`src/hdl/omf_ssp_pkg.sv`:
```
package omf_ssp_pkg;

  localparam logic [7:0]  TYPE_SEGDEF = 8'h98;
  localparam logic [7:0]  TYPE_MODEND = 8'h8A;
  localparam logic [28:0] TOTAL_MAX   = 29'h1FFF_FFFF;
  localparam logic [16:0] BIG_SIZE    = 17'h1_0000;

  localparam logic [15:0] RECORD_LIMIT_RST  = 16'd5000;
  localparam logic [12:0] SEGMENT_LIMIT_RST = 13'd250;

  typedef enum logic [0:0] {
    CFG_RECORD_LIMIT  = 1'b0,
    CFG_SEGMENT_LIMIT = 1'b1
  } cfg_addr_e;

  typedef enum logic [1:0] {
    KIND_SEGMENT = 2'd0,
    KIND_SUMMARY = 2'd1,
    KIND_ERROR   = 2'd2
  } kind_e;

  typedef enum logic [2:0] {
    ST_OK        = 3'd0,
    ST_CHECKSUM  = 3'd1,
    ST_TOO_LONG  = 3'd2,
    ST_TOO_MANY  = 3'd3,
    ST_TRUNCATED = 3'd4
  } status_e;

  typedef struct packed {
    logic [12:0] segment_count;
    logic [28:0] total_size;
    logic [14:0] name_index;
    logic [16:0] segment_size;
    status_e     status;
    kind_e       kind;
  } result_t;

endpackage

```
`src/hdl/omf_ssp_core.sv`:
```
module omf_ssp_core (
  input  logic                 clk_i,
  input  logic                 rst_ni,
  input  logic                 step_i,
  input  logic [7:0]           byte_i,
  input  logic                 eoi_i,
  input  logic [15:0]          record_limit_i,
  input  logic [12:0]          segment_limit_i,
  output logic                 res_vld_o,
  output omf_ssp_pkg::result_t res_o
);
  import omf_ssp_pkg::*;

  typedef enum logic [1:0] {
    PH_TYPE   = 2'd0,
    PH_LEN_LO = 2'd1,
    PH_LEN_HI = 2'd2,
    PH_BODY   = 2'd3
  } phase_e;

  phase_e      phase_q, phase_d;
  logic [7:0]  type_q, type_d;
  logic [15:0] len_q, len_d;
  logic [15:0] pos_q, pos_d;
  logic [7:0]  csum_q, csum_d;
  logic [7:0]  attr_q, attr_d;
  logic [7:0]  fb_q [4];
  logic [7:0]  fb_d [4];
  logic [28:0] total_q, total_d;
  logic [12:0] count_q, count_d;
  logic        halted_q, halted_d;

  logic        finish;
  logic [3:0]  field_off;
  logic [3:0]  field_rel;
  logic [16:0] seg_size;
  logic [14:0] seg_index;
  logic [29:0] total_sum;

  // where the size field starts, given the acbp alignment code
  always_comb begin
    unique case (attr_q[7:5])
      3'b000, 3'b101: field_off = 4'd4;
      3'b110:         field_off = 4'd6;
      default:        field_off = 4'd1;
    endcase
  end

  assign field_rel = pos_q[3:0] - field_off;

  always_comb begin
    phase_d  = phase_q;
    type_d   = type_q;
    len_d    = len_q;
    pos_d    = pos_q;
    csum_d   = csum_q;
    attr_d   = attr_q;
    fb_d     = fb_q;
    total_d  = total_q;
    count_d  = count_q;
    halted_d = halted_q;
    finish   = 1'b0;
    res_vld_o = 1'b0;
    res_o.kind          = KIND_ERROR;
    res_o.status        = ST_OK;
    res_o.segment_size  = '0;
    res_o.name_index    = '0;
    seg_size  = '0;
    seg_index = '0;
    total_sum = '0;

    if (step_i && !halted_q) begin
      if (eoi_i) begin
        halted_d  = 1'b1;
        res_vld_o = 1'b1;
        if (phase_q == PH_TYPE) begin
          res_o.kind = KIND_SUMMARY;
        end else begin
          res_o.status = ST_TRUNCATED;
        end
      end else begin
        unique case (phase_q)
          PH_TYPE: begin
            type_d  = byte_i;
            csum_d  = byte_i;
            len_d   = '0;
            pos_d   = '0;
            attr_d  = '0;
            for (int i = 0; i < 4; i++) fb_d[i] = '0;
            phase_d = PH_LEN_LO;
          end
          PH_LEN_LO: begin
            len_d   = {8'h00, byte_i};
            csum_d  = csum_q + byte_i;
            phase_d = PH_LEN_HI;
          end
          PH_LEN_HI: begin
            len_d  = {byte_i, len_q[7:0]};
            csum_d = csum_q + byte_i;
            if (len_d >= record_limit_i) begin
              halted_d     = 1'b1;
              res_vld_o    = 1'b1;
              res_o.status = ST_TOO_LONG;
            end else if (len_d == '0) begin
              finish = 1'b1;
            end else begin
              phase_d = PH_BODY;
            end
          end
          PH_BODY: begin
            csum_d = csum_q + byte_i;
            if (pos_q == '0) begin
              attr_d = byte_i;
            end else if (pos_q[15:4] == '0 && pos_q[3:0] >= field_off &&
                         field_rel[3:2] == 2'b00) begin
              fb_d[field_rel[1:0]] = byte_i;
            end
            pos_d = pos_q + 16'd1;
            if (pos_d == len_q) finish = 1'b1;
          end
          default: phase_d = PH_TYPE;
        endcase

        if (finish) begin
          phase_d = PH_TYPE;
          seg_size  = attr_d[1] ? BIG_SIZE : {1'b0, fb_d[1], fb_d[0]};
          seg_index = fb_d[2][7] ? {fb_d[2][6:0], fb_d[3]} : {7'b0, fb_d[2]};
          total_sum = {1'b0, total_q} + {13'b0, seg_size};
          priority if (csum_d != 8'h00) begin
            halted_d     = 1'b1;
            res_vld_o    = 1'b1;
            res_o.status = ST_CHECKSUM;
          end else if (type_q == TYPE_MODEND) begin
            halted_d   = 1'b1;
            res_vld_o  = 1'b1;
            res_o.kind = KIND_SUMMARY;
          end else if (type_q == TYPE_SEGDEF) begin
            res_vld_o = 1'b1;
            if (count_q >= segment_limit_i) begin
              halted_d     = 1'b1;
              res_o.status = ST_TOO_MANY;
            end else begin
              total_d = total_sum[29] ? TOTAL_MAX : total_sum[28:0];
              count_d = count_q + 13'd1;
              res_o.kind         = KIND_SEGMENT;
              res_o.segment_size = seg_size;
              res_o.name_index   = seg_index;
            end
          end else begin
            res_vld_o = 1'b0;
          end
        end
      end
    end

    res_o.total_size    = total_d;
    res_o.segment_count = count_d;
  end

  always_ff @(posedge clk_i or negedge rst_ni) begin
    if (!rst_ni) begin
      phase_q  <= PH_TYPE;
      type_q   <= '0;
      len_q    <= '0;
      pos_q    <= '0;
      csum_q   <= '0;
      attr_q   <= '0;
      for (int i = 0; i < 4; i++) fb_q[i] <= '0;
      total_q  <= '0;
      count_q  <= '0;
      halted_q <= 1'b0;
    end else begin
      phase_q  <= phase_d;
      type_q   <= type_d;
      len_q    <= len_d;
      pos_q    <= pos_d;
      csum_q   <= csum_d;
      attr_q   <= attr_d;
      fb_q     <= fb_d;
      total_q  <= total_d;
      count_q  <= count_d;
      halted_q <= halted_d;
    end
  end

endmodule

```
`src/hdl/omf_segment_size_parser_unit.sv`:
```
// omf segment size parser: frames an omf-86 object file and reports segment sizes
//
// slave stream: one byte of the file per word; tuser high marks end of file
// (the data byte of that word is ignored). master stream: at most one word per
// input byte - a segment definition, a final summary (modend or end of file
// between records) or an error. tuser carries the kind, tdata the status,
// segment size, name index, running total and segment count.
// an accepted byte lands in the input register; the combinational state update
// then writes its result, if any, into the output register, which drives tvalid.
// throughput is one byte per cycle while the master side does not stall.
// reset clears all parser state and loads the default limits (5000, 250).
// after a summary or an error the parser is halted: bytes are still taken but
// give no words until the next reset.
// if the master side stalls, the output word holds; one more byte may enter
// the input register, then tready drops until the output word is taken.
// the user must write limits on the cfg port only while the stream is idle;
// the block itself does not enforce this.
module omf_segment_size_parser_unit (
  input  logic        clk_i,
  input  logic        rst_ni,
  input  logic        s_axis_tvalid_i,
  output logic        s_axis_tready_o,
  input  logic [7:0]  s_axis_tdata_i,   // data_byte
  input  logic        s_axis_tuser_i,   // end_of_input
  output logic        m_axis_tvalid_o,
  input  logic        m_axis_tready_i,
  // status, segment_size, name_index, total_size, segment_count, 3 bits zero fill
  output logic [79:0] m_axis_tdata_o,
  output logic [1:0]  m_axis_tuser_o,   // result_kind
  input  logic        cfg_we_i,
  input  logic [0:0]  cfg_addr_i,
  input  logic [15:0] cfg_wdata_i
);
  import omf_ssp_pkg::*;

  logic [15:0] record_limit_q;
  logic [12:0] segment_limit_q;

  logic        in_valid_q;
  logic [7:0]  in_byte_q;
  logic        in_eoi_q;
  logic        advance;

  logic        res_vld;
  result_t     res;

  logic        out_valid_q;
  result_t     out_q;

  always_ff @(posedge clk_i or negedge rst_ni) begin
    if (!rst_ni) begin
      record_limit_q  <= RECORD_LIMIT_RST;
      segment_limit_q <= SEGMENT_LIMIT_RST;
    end else if (cfg_we_i) begin
      unique case (cfg_addr_e'(cfg_addr_i))
        CFG_RECORD_LIMIT:  record_limit_q  <= cfg_wdata_i;
        CFG_SEGMENT_LIMIT: segment_limit_q <= cfg_wdata_i[12:0];
        default:           record_limit_q  <= record_limit_q;
      endcase
    end
  end

  // the input word moves on when the output register is free or being emptied
  assign advance         = in_valid_q && (!out_valid_q || m_axis_tready_i);
  assign s_axis_tready_o = !in_valid_q || advance;

  always_ff @(posedge clk_i or negedge rst_ni) begin
    if (!rst_ni) begin
      in_valid_q <= 1'b0;
    end else if (s_axis_tvalid_i && s_axis_tready_o) begin
      in_valid_q <= 1'b1;
    end else if (advance) begin
      in_valid_q <= 1'b0;
    end
  end

  always_ff @(posedge clk_i) begin
    if (s_axis_tvalid_i && s_axis_tready_o) begin
      in_byte_q <= s_axis_tdata_i;
      in_eoi_q  <= s_axis_tuser_i;
    end
  end

  omf_ssp_core u_core (
    .clk_i           (clk_i),
    .rst_ni          (rst_ni),
    .step_i          (advance),
    .byte_i          (in_byte_q),
    .eoi_i           (in_eoi_q),
    .record_limit_i  (record_limit_q),
    .segment_limit_i (segment_limit_q),
    .res_vld_o       (res_vld),
    .res_o           (res)
  );

  always_ff @(posedge clk_i or negedge rst_ni) begin
    if (!rst_ni) begin
      out_valid_q <= 1'b0;
    end else if (advance && res_vld) begin
      out_valid_q <= 1'b1;
    end else if (m_axis_tready_i) begin
      out_valid_q <= 1'b0;
    end
  end

  always_ff @(posedge clk_i) begin
    if (advance && res_vld) out_q <= res;
  end

  assign m_axis_tvalid_o = out_valid_q;
  assign m_axis_tuser_o  = out_q.kind;
  assign m_axis_tdata_o  = {3'b000, out_q.segment_count, out_q.total_size,
                            out_q.name_index, out_q.segment_size, out_q.status};

  // a summary or error word halts the parser, so nothing follows it
  a_nothing_after_final: assert property (@(posedge clk_i) disable iff (!rst_ni)
    out_valid_q && m_axis_tready_i && out_q.kind != KIND_SEGMENT |=> !out_valid_q)
    else $error("word emitted after final summary or error");

  // a segment word always reports ok and a non-zero count
  a_segment_word: assert property (@(posedge clk_i) disable iff (!rst_ni)
    out_valid_q && out_q.kind == KIND_SEGMENT |->
      out_q.status == ST_OK && out_q.segment_count != '0)
    else $error("segment word with bad status or count");

  // a byte waiting in the input register is never overwritten
  a_input_held: assert property (@(posedge clk_i) disable iff (!rst_ni)
    in_valid_q && !advance |=> in_valid_q && $stable(in_byte_q) && $stable(in_eoi_q))
    else $error("input register overwritten while stalled");

endmodule
```
`config.mk`:
```
export PLATFORM = sky130hd
export DESIGN_NAME = omf_segment_size_parser_unit
export DESIGN_NICKNAME = d
export VERILOG_FILES = /design/src/hdl/omf_ssp_pkg.sv /design/src/hdl/omf_ssp_core.sv /design/src/hdl/omf_segment_size_parser_unit.sv
export SDC_FILE = /design/constraint.sdc
export NUM_CORES = 1
export LEC_CHECK = 0
export ABC_AREA = 1
export ABC_CLOCK_PERIOD_IN_PS = 7050
export BUFFER_PORTS_ARGS = -buffer_cell sky130_fd_sc_hd__buf_2
export CORE_ASPECT_RATIO = 0.7
export CORE_MARGIN = 2
export CORE_UTILIZATION = 65
export CTS_BUF_LIST = sky130_fd_sc_hd__clkbuf_16
export CTS_CLUSTER_SIZE = 28
export DETAILED_ROUTE_END_ITERATION = 6
export MAX_ROUTING_LAYER = met4
export PLACE_DENSITY = 0.95
export SYNTH_ARGS = -nofsm -noshare
export SYNTH_HDL_FRONTEND = slang
export SYNTH_SLANG_ARGS = --single-unit
```
`constraint.sdc`:
```
create_clock -name clk_i -period 7.05 [get_ports clk_i]
set_input_delay 0.705 -clock clk_i [delete_from_list [all_inputs] [get_ports clk_i]]
set_output_delay 0.705 -clock clk_i [all_outputs]
set_load 0.05 [all_outputs]
```
# Word-level counts from Yosys, hierarchy flattened

Cells that the tools add are included.

Word-level logic and storage cells: 176
Latch bits: 0
Memory bits (read-only): 0
Register bits: 252
RAM bits: 0
Output and inout port bits: 84
Input bits: 31
Memories: 0

Order comparisons: 5
Mux-type cells: 80
Reduce and logical (&&, ||, !) cells: 38
Add/sub/neg operators: 5
Multiply operators: 0
Div/mod/pow operators: 0
Eq/ne operators: 12
Shift-type cells: 0
Bitwise gates (word level): 8

Operator list:

| operator                | count |
|---|---|
| $mux W29                | 8 |
| $mux W32                | 5 |
| $mux W13                | 7 |
| $pmux W32 S2            | 1 |
| $mux W8                 | 6 |
| $pmux W16 S3            | 1 |
| $mux W37                | 1 |
| $mux W35                | 1 |
| $bwmux W32              | 1 |
| $logic_not A16 Y1       | 2 |
| $pmux W16 S2            | 1 |
| $pmux W8 S2             | 2 |
| $add A29 B17 Y30        | 1 |
| $mux W1                 | 25 |
| $mux W17                | 1 |
| $add A16 B1 Y16 const B | 1 |
| $demux W8 S2            | 1 |
| $eq A16 B16 Y1          | 1 |
| $eq A8 B8 Y1 const B    | 2 |
| $ge A16 B16 Y1          | 1 |
| $mux W2                 | 8 |
| $mux W15                | 1 |
| $mux W3                 | 5 |
| $add A13 B1 Y13 const B | 1 |
| other kinds (35)        | 64 |

# Depth between registers and ports, before layout

Gate-level depths: netlist of the first run.

Depth after elaboration: 25
Mapped depth: 32

# Hierarchy

Synthesis of the first run repeated with hierarchy kept, for this count alone.

Cell total of the unflattened synthesis: 1692
Area, all modules: 14074.7 µm²

Modules (own cells, without submodules):

| module                       | area an instance (µm²) | cells each | times used | sequential area each (µm²) |
|---|---|---|---|---|
| omf_ssp_core                 | 10133.5                | 1459       | 1          | 3228.1 |
| omf_segment_size_parser_unit | 3941.3                 | 233        | 1          | 3432.0 |

# Worst setup path before layout of the first run

No wires, ideal clock.

Path type: reg2reg
Start: reg u_core.attr_q[5]
End: reg out_q (netlist bit m_axis_tdata_o[58]) (data pin)
Buffers on the path: 0
Data arrival time: 4.251 ns
Setup slack: 2.533 ns
Stages on the path, launching flop included: 28
Library setup time: 0.266 ns
Data required time: 6.784 ns
Path through: dfrtp_1 > nor2_1 > nand2_1 > inv_1 > a21oi_1 > ha_1 > a21oi_1 > o21ai_1 > and2_1 > or2_2 > nor2_2 > nand4_1 > o21ai_0 > o21ai_0 > inv_1 > nor2_1 > ha_1 > a21oi_1 > nand2_1 > a21boi_0 > o21ai_0 > a21o_1 > nand2_1 > nor2_1 > inv_1 > nand3_1 > nor2_1 > a21oi_1

RTL lines:

| what                   | line                                | text |
|---|---|---|
| from (decl)            | omf_ssp_core.sv:26                  | `logic [7:0] attr_q, attr_d;` |
| from (signal assigned) | omf_ssp_core.sv:178                 | `attr_q <= attr_d;` |
| to (signal assigned)   | omf_segment_size_parser_unit.sv:107 | `if (advance && res_vld) out_q <= res;` |
| to (decl)              | omf_segment_size_parser_unit.sv:48  | `result_t out_q;` |

==> impl_results.rst, run 1 <==
.. list-table::
   :header-rows: 1

   * - Metric
     - Value
   * - Ratio of final minimum period to clock period
     - 83.0%
   * - Largest stage delay on the critical path
     - 0.45 ns
   * - Path category of the worst min-delay check
     - input port to asynchronous set/reset pin
   * - NumNets Final
     - 1913
   * - Residual overflow from global routing
     - 0
   * - Clock buffers created by TritonCTS
     - 24
   * - Routed Antenna Nets
     - 0
   * - Share of the synthesized area in the top cell type
     - 26.5%
   * - Antenna diode instance count
     - 0
   * - Required time of the worst setup path
     - 7.31 ns
   * - # Post-CTS Setup Buffers
     - 0
   * - Number of port buffers
     - 111
   * - Setup Skew
     - 0.0165 ns
   * - WL final
     - 38300 um
   * - Max Clk Rate
     - 171 MHz
   * - Final HPWL from detailed placement
     - 26700 um
   * - Primary FF master, synth
     - dfrtp_1
   * - # H-tree levels
     - 1
   * - Average wire per standard cell
     - 18.1 um
   * - Global-route wire length before repair
     - 61600 um
   * - Core Footprint
     - 21000 um2
   * - Worst setup EP type
     - flip-flop
   * - Final worst path period need
     - 5.85 ns
   * - Iteration-0 DRC count of the detailed router
     - 1797
   * - RePlAce Congestion
     - 0.963
   * - Status
     - complete, no violations
   * - Finish-stage setup viols
     - 0
   * - Mean number of vias per cell
     - 6.15
   * - Launch point of the worst reg-to-reg path
     - u_core.attr_q[7]
   * - Static leakage power
     - 7.55 nW
   * - Core Util, Final
     - 74.9%
   * - Number of vias after detailed routing
     - 13000
   * - Endpoint of the most critical setup path
     - m_axis_tdata_o[59]
   * - Standard cell with the maximum stage delay on the critical path
     - fa_1
   * - Starting density of the core
     - 67.0%
   * - Maximum fanout encountered on the critical timing path
     - 9
   * - Drc violations
     - 0
   * - Power density over the cells
     - 206 nW/um2
   * - CTS tree
     - built
   * - Syn. warnings
     - 0
   * - Setup repair after global routing missed its margin
     - no
   * - Startpoint class of the critical path
     - flip-flop
   * - Fraction of layout instances using a drive strength above 1
     - 11.1%
   * - Post-Syn Area
     - 14100 um2
   * - Synthesized netlist cell count
     - 1719
   * - Share of async-settable or async-resettable flops after synthesis
     - 64.5%
   * - Hold Violations, Final
     - 0
   * - Endpoint of the worst-slack reg-to-reg timing path
     - m_axis_tdata_o[59]
   * - Crit Path Class
     - flip-flop to flip-flop
   * - Sequential-to-total area share from yosys stat
     - 47.4%
   * - Count of TritonRoute iterations in the first routing pass
     - 6
   * - Number of sinks handled by clock tree synthesis
     - 248
   * - Chip Height
     - 127 um
   * - Clock Root Buffer
     - clkbuf_16
   * - Max VDD drop
     - 0.174 mV
   * - Total power
     - 3.24 mW
   * - Number of filler cells placed in the layout
     - 1459
   * - Worst slew slack as a fraction of its limit
     - 29.7%
   * - Full die area
     - 22800 um2
   * - Hold_buf cts
     - 0
   * - Floorplan die width
     - 180 um
   * - CP delay by family, top
     - simple AND/OR/NAND/NOR gates
   * - Total of max-cap violations
     - 0
   * - Buf/Inv on CP
     - 5
   * - Later-pin clock latency in the skew report
     - 0.53 ns
   * - Transition at the pin with the smallest max-transition slack
     - 1.06 ns
   * - Max Root-Sink Buffers
     - 3
   * - R2r setup slk
     - 1.20 ns
   * - Number of stages on the worst setup path
     - 30
   * - Area delta synth->final
     - 11.8%
   * - Commonest cells after routing, fill and taps aside
     - nand2_1 (386), inv_1 (246), dfrtp_1 (149)
   * - Clk slew on worst S/H paths
     - 0.07 ns
   * - # rows
     - 44
   * - Number of global-route vias before repair
     - 12200
   * - Number of synthesized flops with an enable pin
     - 88
   * - Post-synthesis cell type count
     - 52
   * - Critical path launch point
     - u_core.attr_q[7]
   * - Number of cells upsized or downsized after cts
     - 0
   * - GRT Resource Usage Total
     - 34.3%
   * - Dominant cells by area after synthesis
     - dfrtp_1 (27%), edfxtp_1 (19%), nand2_1 (10%)
   * - Dominant cell type by area after synthesis
     - dfrtp_1
   * - IO Pins
     - 115
   * - Pin count of the biggest net entering global routing
     - 101
   * - Syn_area_per_cell
     - 8.17 um2
   * - Crit path DAT
     - 6.11 ns
   * - Most common library cell in the layout ignoring fill and taps
     - nand2_1
   * - Seq cells post-synth
     - 248
   * - Worst-case reg-to-reg path depth
     - 30
   * - Final Max Slew Viols
     - 0
   * - Antenna violations before repair
     - 0
   * - Aggregate negative setup slack
     - 0 ns
-- cells in the mapped netlist (3+ instances only) --
cell type / count
nand2_1: 386
o21bai_1: 5
or2_2: 3
nor2_4: 4
xnor2_1: 6
fa_1: 3
edfxtp_1: 88
dfstp_2: 11
o22ai_1: 47
clkbuf_1: 30
nor2_1: 128
buf_2: 6
dfrtp_1: 149
nor3_1: 22
o21a_1: 3
buf_4: 5
o21ai_0: 144
nand4_2: 4
nor4_1: 14
o211ai_1: 8
nand3_1: 116
o21ai_1: 7
nand4_1: 43
nor2_2: 5
inv_2: 6
nor2b_1: 4
ha_1: 63
buf_6: 4
inv_1: 244
nand3b_1: 7
a21oi_1: 107
a21o_1: 3
nand2_2: 4
xor2_1: 18
-- layout make-up --
type | count | area (um2) | share of cell area (%)
Timing Repair Buffer | 116 | 599 | 3.81
Clock inverter | 19 | 313 | 1.99
Inverter | 251 | 942 | 6.00
Sequential cell | 248 | 6660 | 42.4
Multi-Input combinational cell | 1175 | 6230 | 39.6
Tap cell | 276 | 345 | 2.20
Clock buffer | 25 | 626 | 3.98
-- worst reg2reg max path: cells and delay by family, from the launching register on --
kind	cells	cell delay [ns]
AND/OR/NAND/NOR	14	2.14
AO/OA/AOI/OAI	8	1.62
adder cells (fa/ha/maj)	3	0.94
buffers and inverters	5	0.50
flip-flops	1	0.37
-- per-layer routing --
layer,GRT usage (%),routed length (um),vias up
met5,-,0,-
met4,11.2,1270,0
met3,6.53,4230,131
met2,51.9,17000,898
met1,47.2,15700,5996
li1,-,-,5950
-- metrics by stage --
stage          hold slack [ns]  cells  area [um2]  setup WS, ns
6_report                 0.311   2110       15700          1.20
5_1_grt                  0.346   2110       15700         0.702
4_1_cts                  0.346   2110       15700          1.46
3_5_place_dp             0.473   2066       14800          1.63
3_3_place_gp             0.459   2066       14800          1.95
2_1_floorplan            0.409   1721       14100          2.53
-- power breakdown --
part	leakage, nW	switching (mW)	internal, mW
Combinational	4.63	0.104	0.0491
Clock	0.472	0.568	0.970
Sequential	2.45	0.0340	1.52
-- flip-flops by register name, summed over array words and instances (netlist names) --
register and flops:
segment_limit_q 13, m_axis_tuser_o 2, u_core.fb_q 32, u_core.csum_q 8
u_core.len_q 16, u_core.phase_q 2, in_eoi_q 1, u_core.type_q 8
u_core.pos_q 16, m_axis_tdata_o 77, in_byte_q 8, u_core.halted_q 1
in_valid_q 1, m_axis_tvalid_o 1, u_core.attr_q 4, u_core.total_q 29
u_core.count_q 13, record_limit_q 16
-- kinds of logic (layout without fill, tap and decap cells) --
logic type | Yosys count | count (layout) | synth area share (%)
compound gates | 326 | 326 | 12.4
xor+xnor | 24 | 24 | 1.50
fa+ha+maj | 66 | 66 | 6.04
buf+inv | 298 | 411 | 8.36
flops | 248 | 248 | 47.4
other cells | 1 | 3 | 0.0267
simple gates | 756 | 756 | 24.3
-- how the worst min path moves through the flow --
stage,start,endpoint,cells after the start,slack (ns)
2_1_floorplan,rst_ni,in_valid_q,0,0.41
3_3_place_gp,u_core.csum_q[2],u_core.csum_q[2],2,0.46
3_5_place_dp,u_core.type_q[7],u_core.type_q[7],2,0.47
4_1_cts,rst_ni,u_core.count_q[10],1,0.35
5_1_grt,s_axis_tdata_i[3],in_byte_q[3],1,0.35
6_report,rst_ni,u_core.count_q[10],1,0.31
(Power assumes the default switching activity.)
==> inputs of run 2 (changes only) <==
--- a/config.mk
+++ b/config.mk
@@ -6,16 +6,16 @@
 export NUM_CORES = 1
 export LEC_CHECK = 0
 export ABC_AREA = 1
-export ABC_CLOCK_PERIOD_IN_PS = 7050
+export ABC_CLOCK_PERIOD_IN_PS = 5800
 export BUFFER_PORTS_ARGS = -buffer_cell sky130_fd_sc_hd__buf_2
 export CORE_ASPECT_RATIO = 0.7
 export CORE_MARGIN = 2
-export CORE_UTILIZATION = 65
+export CORE_UTILIZATION = 61
 export CTS_BUF_LIST = sky130_fd_sc_hd__clkbuf_16
 export CTS_CLUSTER_SIZE = 28
 export DETAILED_ROUTE_END_ITERATION = 6
 export MAX_ROUTING_LAYER = met4
-export PLACE_DENSITY = 0.95
+export PLACE_DENSITY = 0.91
 export SYNTH_ARGS = -nofsm -noshare
 export SYNTH_HDL_FRONTEND = slang
 export SYNTH_SLANG_ARGS = --single-unit
==> constraint.sdc (replaced) <==
create_clock -name clk_i -period 5.8 [get_ports clk_i]
set_input_delay 0.58 -clock clk_i [delete_from_list [all_inputs] [get_ports clk_i]]
set_output_delay 0.58 -clock clk_i [all_outputs]
set_load 0.05 [all_outputs]
==> run 2 against run 1 <==
Total power increased by 15%. Clock skew is 0.0062 ns lower. Routed wire length down 2.4%. Global-route usage shrank 2.0 points. Largest power group unchanged. Maximum frequency rose by 9.7%.
==> impl_results.rst, run 2 (synthesis results as in run 1) <==
.. list-table::
   :header-rows: 1

   * - Metric
     - Value
   * - Clk slew on worst S/H paths
     - 0.07 ns (about the same)
   * - Number of sinks handled by clock tree synthesis
     - 248 (unchanged)
   * - Full die area
     - 24300 um2 (+6.4%)
   * - Average wire per standard cell
     - 17.3 um (-4.4%)
   * - Max Root-Sink Buffers
     - 3 (unchanged)
   * - Antenna diode instance count
     - 0 (unchanged)
   * - Endpoint of the worst-slack reg-to-reg timing path
     - m_axis_tdata_o[40]
   * - Number of port buffers
     - 111 (unchanged)
   * - Most common library cell in the layout ignoring fill and taps
     - nand2_1
   * - Tightest hold margin
     - 0.209 ns (-0.103 ns)
   * - IO Pins
     - 115 (unchanged)
   * - RePlAce Congestion
     - 0.963 (about the same)
   * - Final HPWL from detailed placement
     - 26600 um (-0.40%)
   * - WL final
     - 37300 um (-2.4%)
   * - Worst-case reg-to-reg path depth
     - 28 (-6.7%)
   * - Core Footprint
     - 22600 um2 (+7.8%)
   * - Final worst path period need
     - 5.33 ns (-0.519 ns)
   * - # H-tree levels
     - 1 (unchanged)
   * - Launch point of the worst reg-to-reg path
     - u_core.attr_q[7]
   * - Met3 GRT Util
     - 6.07% (-0.46 points)
   * - Worst path most repeated cell
     - nand2_1
   * - Drc violations
     - 0 (unchanged)
   * - Power density over the cells
     - 237 nW/um2 (+15%)
   * - Residual overflow from global routing
     - 0 (unchanged)
   * - Worst setup slack before clock tree synthesis
     - 0.352 ns (-1.28 ns)
   * - Antenna violations before repair
     - 0 (unchanged)
   * - Ratio of final minimum period to clock period
     - 92.0% (+8.9 points)
   * - Floorplan die width
     - 185 um (+3.2%)
   * - Setup repair after global routing missed its margin
     - no
   * - Worst slew slack as a fraction of its limit
     - 32.0% (+2.4 points)
   * - Global routing usage on met1
     - 45.2% (-2.0 points)
   * - Crit path DAT
     - 5.67 ns (-0.44 ns)
   * - Maximum fanout encountered on the critical timing path
     - 12 (+3)
   * - Max VDD drop
     - 0.215 mV (+24%)
   * - Largest stage delay on the critical path
     - 0.39 ns (-0.06 ns)
   * - Static leakage power
     - 7.52 nW (-0.31%)
   * - Total of max-cap violations
     - 0 (unchanged)
   * - Max Clk Rate
     - 187 MHz (+9.7%)
   * - Count of TritonRoute iterations in the first routing pass
     - 5 (-1)
   * - Path category of the worst min-delay check
     - input port to asynchronous set/reset pin
   * - Startpoint class of the critical path
     - flip-flop
   * - NumNets Final
     - 1920 (+0.37%)
   * - Pin count of the biggest net entering global routing
     - 109 (+7.9%)
   * - Hold_buf cts
     - 0 (unchanged)
   * - Area delta synth->final
     - 11.7%
   * - Number of global-route vias before repair
     - 12100 (-1.4%)
   * - Aggregate negative setup slack
     - 0 ns (unchanged)
   * - Clock buffers created by TritonCTS
     - 25 (+4.2%)
   * - Status
     - complete, no violations
   * - Worst-case setup margin in the final layout
     - 0.465 ns (-0.731 ns)
   * - Worst setup EP type
     - flip-flop
   * - Standard cell with the maximum stage delay on the critical path
     - nand2_1
   * - Number of filler cells placed in the layout
     - 1740 (+19%)
   * - R2r setup slk
     - 0.47 ns (-0.73 ns)
   * - Routed Antenna Nets
     - 0 (unchanged)
   * - Crit Path Class
     - flip-flop to flip-flop
   * - # rows
     - 46 (+4.5%)
   * - Clock Root Buffer
     - clkbuf_16
   * - Commonest cells after routing, fill and taps aside
     - nand2_1 (386), inv_1 (247), dfrtp_1 (149)
   * - Later-pin clock latency in the skew report
     - 0.53 ns (about the same)
   * - Iteration-0 DRC count of the detailed router
     - 1369 (-24%)
   * - Top Usage Layer GRT
     - met2
   * - GRT Resource Usage Total
     - 32.3% (-2.0 points)
   * - Chip Height
     - 131 um (+3.1%)
   * - Hold Violations, Final
     - 0 (unchanged)
   * - Mean number of vias per cell
     - 5.92 (-3.7%)
   * - Global-route wire length before repair
     - 60400 um (-1.9%)
   * - Routing usage on met2
     - 48.0% (-3.9 points)
   * - Required time of the worst setup path
     - 6.13 ns (-1.18 ns)
   * - Transition at the pin with the smallest max-transition slack
     - 1.02 ns (-0.0353 ns)
   * - Number of vias after detailed routing
     - 12700 (-1.7%)
   * - Final Max Slew Viols
     - 0 (unchanged)
   * - Fraction of layout instances using a drive strength above 1
     - 11.3% (+0.23 points)
   * - Largest register FFs
     - 77 (unchanged)
   * - Setup Skew
     - 0.0104 ns (-0.00615 ns)
   * - Starting density of the core
     - 62.1% (-4.9 points)
   * - CTS tree
     - built
   * - Finish-stage setup viols
     - 0 (unchanged)
-- run 2: timing repair --
| action | 4_1_cts | 5_1_grt |
|---|---|---|
| setup buffers | 0 | 1 |
| resized for setup | 0 | 2 |
| setup endpoints to repair | 0 | 44 |
-- run 2: worst max path at each step --
| stage | to | slack [ns] | cells past startpoint | start |
|---|---|---|---|---|
| detailed placement | m_axis_tdata_o[43] | 0.35 | 26 | u_core.attr_q[7] |
| finish | m_axis_tdata_o[40] | 0.47 | 28 | u_core.attr_q[7] |
| CTS | m_axis_tdata_o[40] | 0.26 | 27 | u_core.attr_q[7] |
| global route | m_axis_tdata_o[59] | 0.05 | 30 | u_core.attr_q[7] |
| global placement | m_axis_tdata_o[49] | 0.59 | 26 | u_core.attr_q[5] |
| floorplan | m_axis_tdata_o[58] | 1.28 | 27 | u_core.attr_q[5] |
-- run 2: worst max-delay path, delay by kind of cell (launching register included) --
| kind | cells | cell delay (ns) |
|---|---|---|
| compound gates | 8 | 1.50 |
| fa+ha+maj | 2 | 0.52 |
| buf+inv | 4 | 0.47 |
| flops | 1 | 0.37 |
| simple gates | 14 | 2.26 |
-- run 2: report_power, final --
group	total, mW	leakage [nW]	internal (mW)	switching [mW]
clock network	1.65	0.420	0.962	0.691
registers	1.88	2.45	1.84	0.0338
logic	0.195	4.65	0.0612	0.133
total	3.73	7.52	2.87	0.858
-- run 2: final cells by class --
cell class / instances / area, um2 / share of cell area (%)
Clock inverter: 20 / 200 / 1.28
Clock buffer: 25 / 626 / 3.99
Timing Repair Buffer: 122 / 644 / 4.11
Sequential cell: 248 / 6660 / 42.5
Tap cell: 312 / 390 / 2.49
Inverter: 251 / 942 / 6.01
Multi-Input combinational cell: 1175 / 6230 / 39.7
-- run 2: stage by stage --
stage,instance area (um2),cells,util [%],power [mW]
global placement,14900,2107,65.7,2.09
CTS,15700,2152,69.3,3.73
finish,15700,2153,69.4,3.73
global route,15700,2153,69.4,3.83
detailed placement,14900,2107,65.7,2.10
floorplan,14100,1721,-,2.01
-- run 2: layer usage --
| metal | vias to the layer above | routed length (um) | part of all wire (%) |
|---|---|---|---|
| met5 | - | 0 | 0 |
| met4 | 0 | 1090 | 2.9 |
| met3 | 109 | 4010 | 11 |
| met2 | 785 | 16100 | 43 |
| met1 | 5899 | 16100 | 43 |
| li1 | 5956 | - | - |
==> inputs of run 3 (changes only) <==
--- a/config.mk
+++ b/config.mk
@@ -6,16 +6,16 @@
 export NUM_CORES = 1
 export LEC_CHECK = 0
 export ABC_AREA = 1
-export ABC_CLOCK_PERIOD_IN_PS = 5800
+export ABC_CLOCK_PERIOD_IN_PS = 4660
 export BUFFER_PORTS_ARGS = -buffer_cell sky130_fd_sc_hd__buf_2
 export CORE_ASPECT_RATIO = 0.7
 export CORE_MARGIN = 2
-export CORE_UTILIZATION = 61
+export CORE_UTILIZATION = 55
 export CTS_BUF_LIST = sky130_fd_sc_hd__clkbuf_16
 export CTS_CLUSTER_SIZE = 28
 export DETAILED_ROUTE_END_ITERATION = 6
 export MAX_ROUTING_LAYER = met4
-export PLACE_DENSITY = 0.91
+export PLACE_DENSITY = 0.87
 export SYNTH_ARGS = -nofsm -noshare
 export SYNTH_HDL_FRONTEND = slang
 export SYNTH_SLANG_ARGS = --single-unit
==> constraint.sdc (replaced) <==
create_clock -name clk_i -period 4.66 [get_ports clk_i]
set_input_delay 0.466 -clock clk_i [delete_from_list [all_inputs] [get_ports clk_i]]
set_output_delay 0.466 -clock clk_i [all_outputs]
set_load 0.05 [all_outputs]
==> run 3 against run 2 <==
Non-clock buffer count is 111 higher. Sequential share of layout area is 3.5 points lower. Global-route usage fell by 2.1 points. Utilization shrank 0.63 points. Total power up 22%. Routed wire length is 9.2% higher. The flow now finishes with violations (design-rule violations, negative setup slack).
==> impl_results.rst, run 3 (synthesis results as in run 1) <==
.. list-table::
   :header-rows: 1

   * - Metric
     - Value
   * - Largest stage delay on the critical path
     - 0.39 ns (about the same)
   * - Final Max Slew Viols
     - 0 (unchanged)
   * - Static leakage power
     - 8.11 nW (+7.9%)
   * - Count of TritonRoute iterations in the first routing pass
     - 7 (+2)
   * - Iteration-0 DRC count of the detailed router
     - 1627 (+19%)
   * - Chip Height
     - 138 um (+5.1%)
   * - Final HPWL from detailed placement
     - 28300 um (+6.5%)
   * - IO Pins
     - 115 (unchanged)
   * - WL final
     - 40800 um (+9.2%)
   * - Later-pin clock latency in the skew report
     - 0.55 ns (+0.02 ns)
   * - Pin count of the biggest net entering global routing
     - 82 (-25%)
   * - Average wire per standard cell
     - 17.9 um (+3.2%)
   * - CP delay by family, top
     - simple AND/OR/NAND/NOR gates
   * - Fraction of layout instances using a drive strength above 1
     - 21.9% (+11 points)
   * - Residual overflow from global routing
     - 0 (unchanged)
   * - Crit path DAT
     - 5.13 ns (-0.54 ns)
   * - Hold Violations, Final
     - 0 (unchanged)
   * - Standard cell with the maximum stage delay on the critical path
     - dfrtp_1
   * - Number of port buffers
     - 111 (unchanged)
   * - Non-Filler Instances
     - 2278 (+5.8%)
   * - Ratio of final minimum period to clock period
     - 104% (+12 points)
   * - Setup repair after global routing missed its margin
     - yes
   * - Setup Skew
     - 0.0143 ns (+0.00389 ns)
   * - Worst slew slack as a fraction of its limit
     - 42.0% (+10 points)
   * - Largest register FFs
     - 77 (unchanged)
   * - Status
     - complete, but fails checks
   * - Number of vias after detailed routing
     - 13300 (+4.3%)
   * - Routed Antenna Nets
     - 0 (unchanged)
   * - Drc violations
     - 1 (+1)
   * - Global-route wire length before repair
     - 62700 um (+3.9%)
   * - Total power
     - 4.55 mW (+22%)
   * - Finish-stage setup viols
     - 16 (+16)
   * - Antenna diode instance count
     - 0 (unchanged)
   * - Core Util, Final
     - 68.7% (-0.63 points)
   * - Path category of the worst min-delay check
     - input port to flip-flop
   * - RePlAce Congestion
     - 0.966 (+0.37%)
   * - Commonest cells after routing, fill and taps aside
     - nand2_1 (367), inv_1 (240), dfrtp_1 (149)
   * - NumNets Final
     - 2031 (+5.8%)
   * - Clk slew on worst S/H paths
     - 0.07 ns (about the same)
   * - Total of max-cap violations
     - 0 (unchanged)
   * - Worst-case setup margin in the final layout
     - -0.196 ns (-0.661 ns)
   * - Transition at the pin with the smallest max-transition slack
     - 0.868 ns (-0.152 ns)
   * - Max VDD drop
     - 0.289 mV (+34%)
   * - # H-tree levels
     - 1 (unchanged)
   * - GRT Resource Usage Total
     - 30.2% (-2.1 points)
   * - Violations in the final reports
     - design-rule violations, negative setup slack
   * - Number of global-route vias before repair
     - 12200 (+1.1%)
   * - Instance count after placement with tap cells included
     - 2202 (+4.5%)
   * - Number of sinks handled by clock tree synthesis
     - 248 (unchanged)
   * - Worst path most repeated cell
     - nand2_1
   * - Startpoint class of the critical path
     - flip-flop
   * - Floorplan die width
     - 195 um (+5.2%)
   * - Maximum fanout encountered on the critical timing path
     - 5 (-7)
   * - Area delta synth->final
     - 21.6%
   * - Core Footprint
     - 24900 um2 (+9.9%)
   * - Final worst path period need
     - 4.86 ns (-0.479 ns)
   * - Starting density of the core
     - 56.5% (-5.6 points)
   * - Aggregate negative setup slack
     - -1.03 ns (-1.03 ns)
   * - # rows
     - 48 (+4.3%)
   * - Clock Root Buffer
     - clkbuf_16
   * - Power density over the cells
     - 266 nW/um2 (+12%)
   * - CTS tree
     - built
   * - Max Root-Sink Buffers
     - 3 (unchanged)
   * - Max Clk Rate
     - 206 MHz (+9.9%)
   * - Required time of the worst setup path
     - 4.94 ns (-1.19 ns)
   * - Antenna violations before repair
     - 0 (unchanged)
   * - Mean number of vias per cell
     - 5.83 (-1.5%)
   * - Crit Path Class
     - flip-flop to flip-flop
   * - Worst setup EP type
     - flip-flop
   * - Full die area
     - 26900 um2 (+11%)
   * - Worst setup slack before clock tree synthesis
     - -0.394 ns (-0.746 ns)
   * - Most common library cell in the layout ignoring fill and taps
     - nand2_1
   * - Buf/Inv on CP
     - 5 (+1)
   * - Clock buffers created by TritonCTS
     - 25 (unchanged)
==> run 3: changes by cell type in the layout (fill, tap and decap cells not counted), sizes merged <==
cell	previous run	this run
clkinv	12	13
bufinv	4	2
buf	122	232
dlygate4sd3	0	1
inv	254	256
==> run 3: worst reg2reg max path, delay by kind of cell (launching register included) <==
family,cells,cell delay [ns]
xor gates and xnor gates,1,0.24
DFF,1,0.39
and+or+nand+nor,12,1.41
AOI/OAI and AO/OA,10,1.32
buffers and inverters,5,0.78
adders and majority gates,2,0.50
==> run 3: final cells by class <==
class	count	area, um2
clock buffers	25	626
clock inverters	21	154
fillers	1851	7770
inverters	251	952
multi-input cells	1175	6760
flip-flops and latches	248	6660
well taps	325	407
repair buffers	233	1530
==> run 3: per-layer routing <==
metal | up-vias | wire (um) | track usage, %
met4 | 0 | 1140 | 8.23
li1 | 6179 | - | -
met5 | - | 0 | -
met1 | 6251 | 17400 | 42.8
met3 | 108 | 4150 | 4.55
met2 | 753 | 18100 | 45.7
==> run 3: metrics by stage <==
| stage | hold slack (ns) | instance area, um2 |
|---|---|---|
| floorplan | 0.170 | 14100 |
| global placement | 0.460 | 15500 |
| detailed placement | 0.478 | 15500 |
| CTS | 0.0860 | 16500 |
| global route | 0.0849 | 17100 |
| finish | 0.100 | 17100 |
==> run 3: path summary, 6_finish.rpt <==
| path | startpoint | to | slack (ns) | cells past startpoint |
|---|---|---|---|---|
| max reg2reg | u_core.attr_q[5] | m_axis_tdata_o[61] | -0.20 | 30 |
| min reg2reg | u_core.csum_q[2] | u_core.csum_q[2] | 0.48 | 2 |
| max in group asynchronous | rst_ni | u_core.fb_q[6] | 3.24 | 3 |
| max | u_core.attr_q[5] | m_axis_tdata_o[61] | -0.20 | 30 |
| min in group asynchronous | rst_ni | u_core.count_q[9] | 0.52 | 2 |
| min | s_axis_tdata_i[4] | in_byte_q[4] | 0.10 | 1 |
==> run 3: what timing repair did <==
action,in CTS,in global routing
pin swaps,19,54
buffers inserted,11,21
gates resized for setup,49,131
endpoints found under the setup margin,58,58
endpoints found under the hold margin,9,0
hold buffers,1,0
==> run 3: where the power goes <==
part	total, mW	switching [mW]	internal (mW)
combinational	0.244	0.166	0.0780
sequential	2.34	0.0443	2.30
clock	1.96	0.873	1.09
total	4.55	1.08	3.46
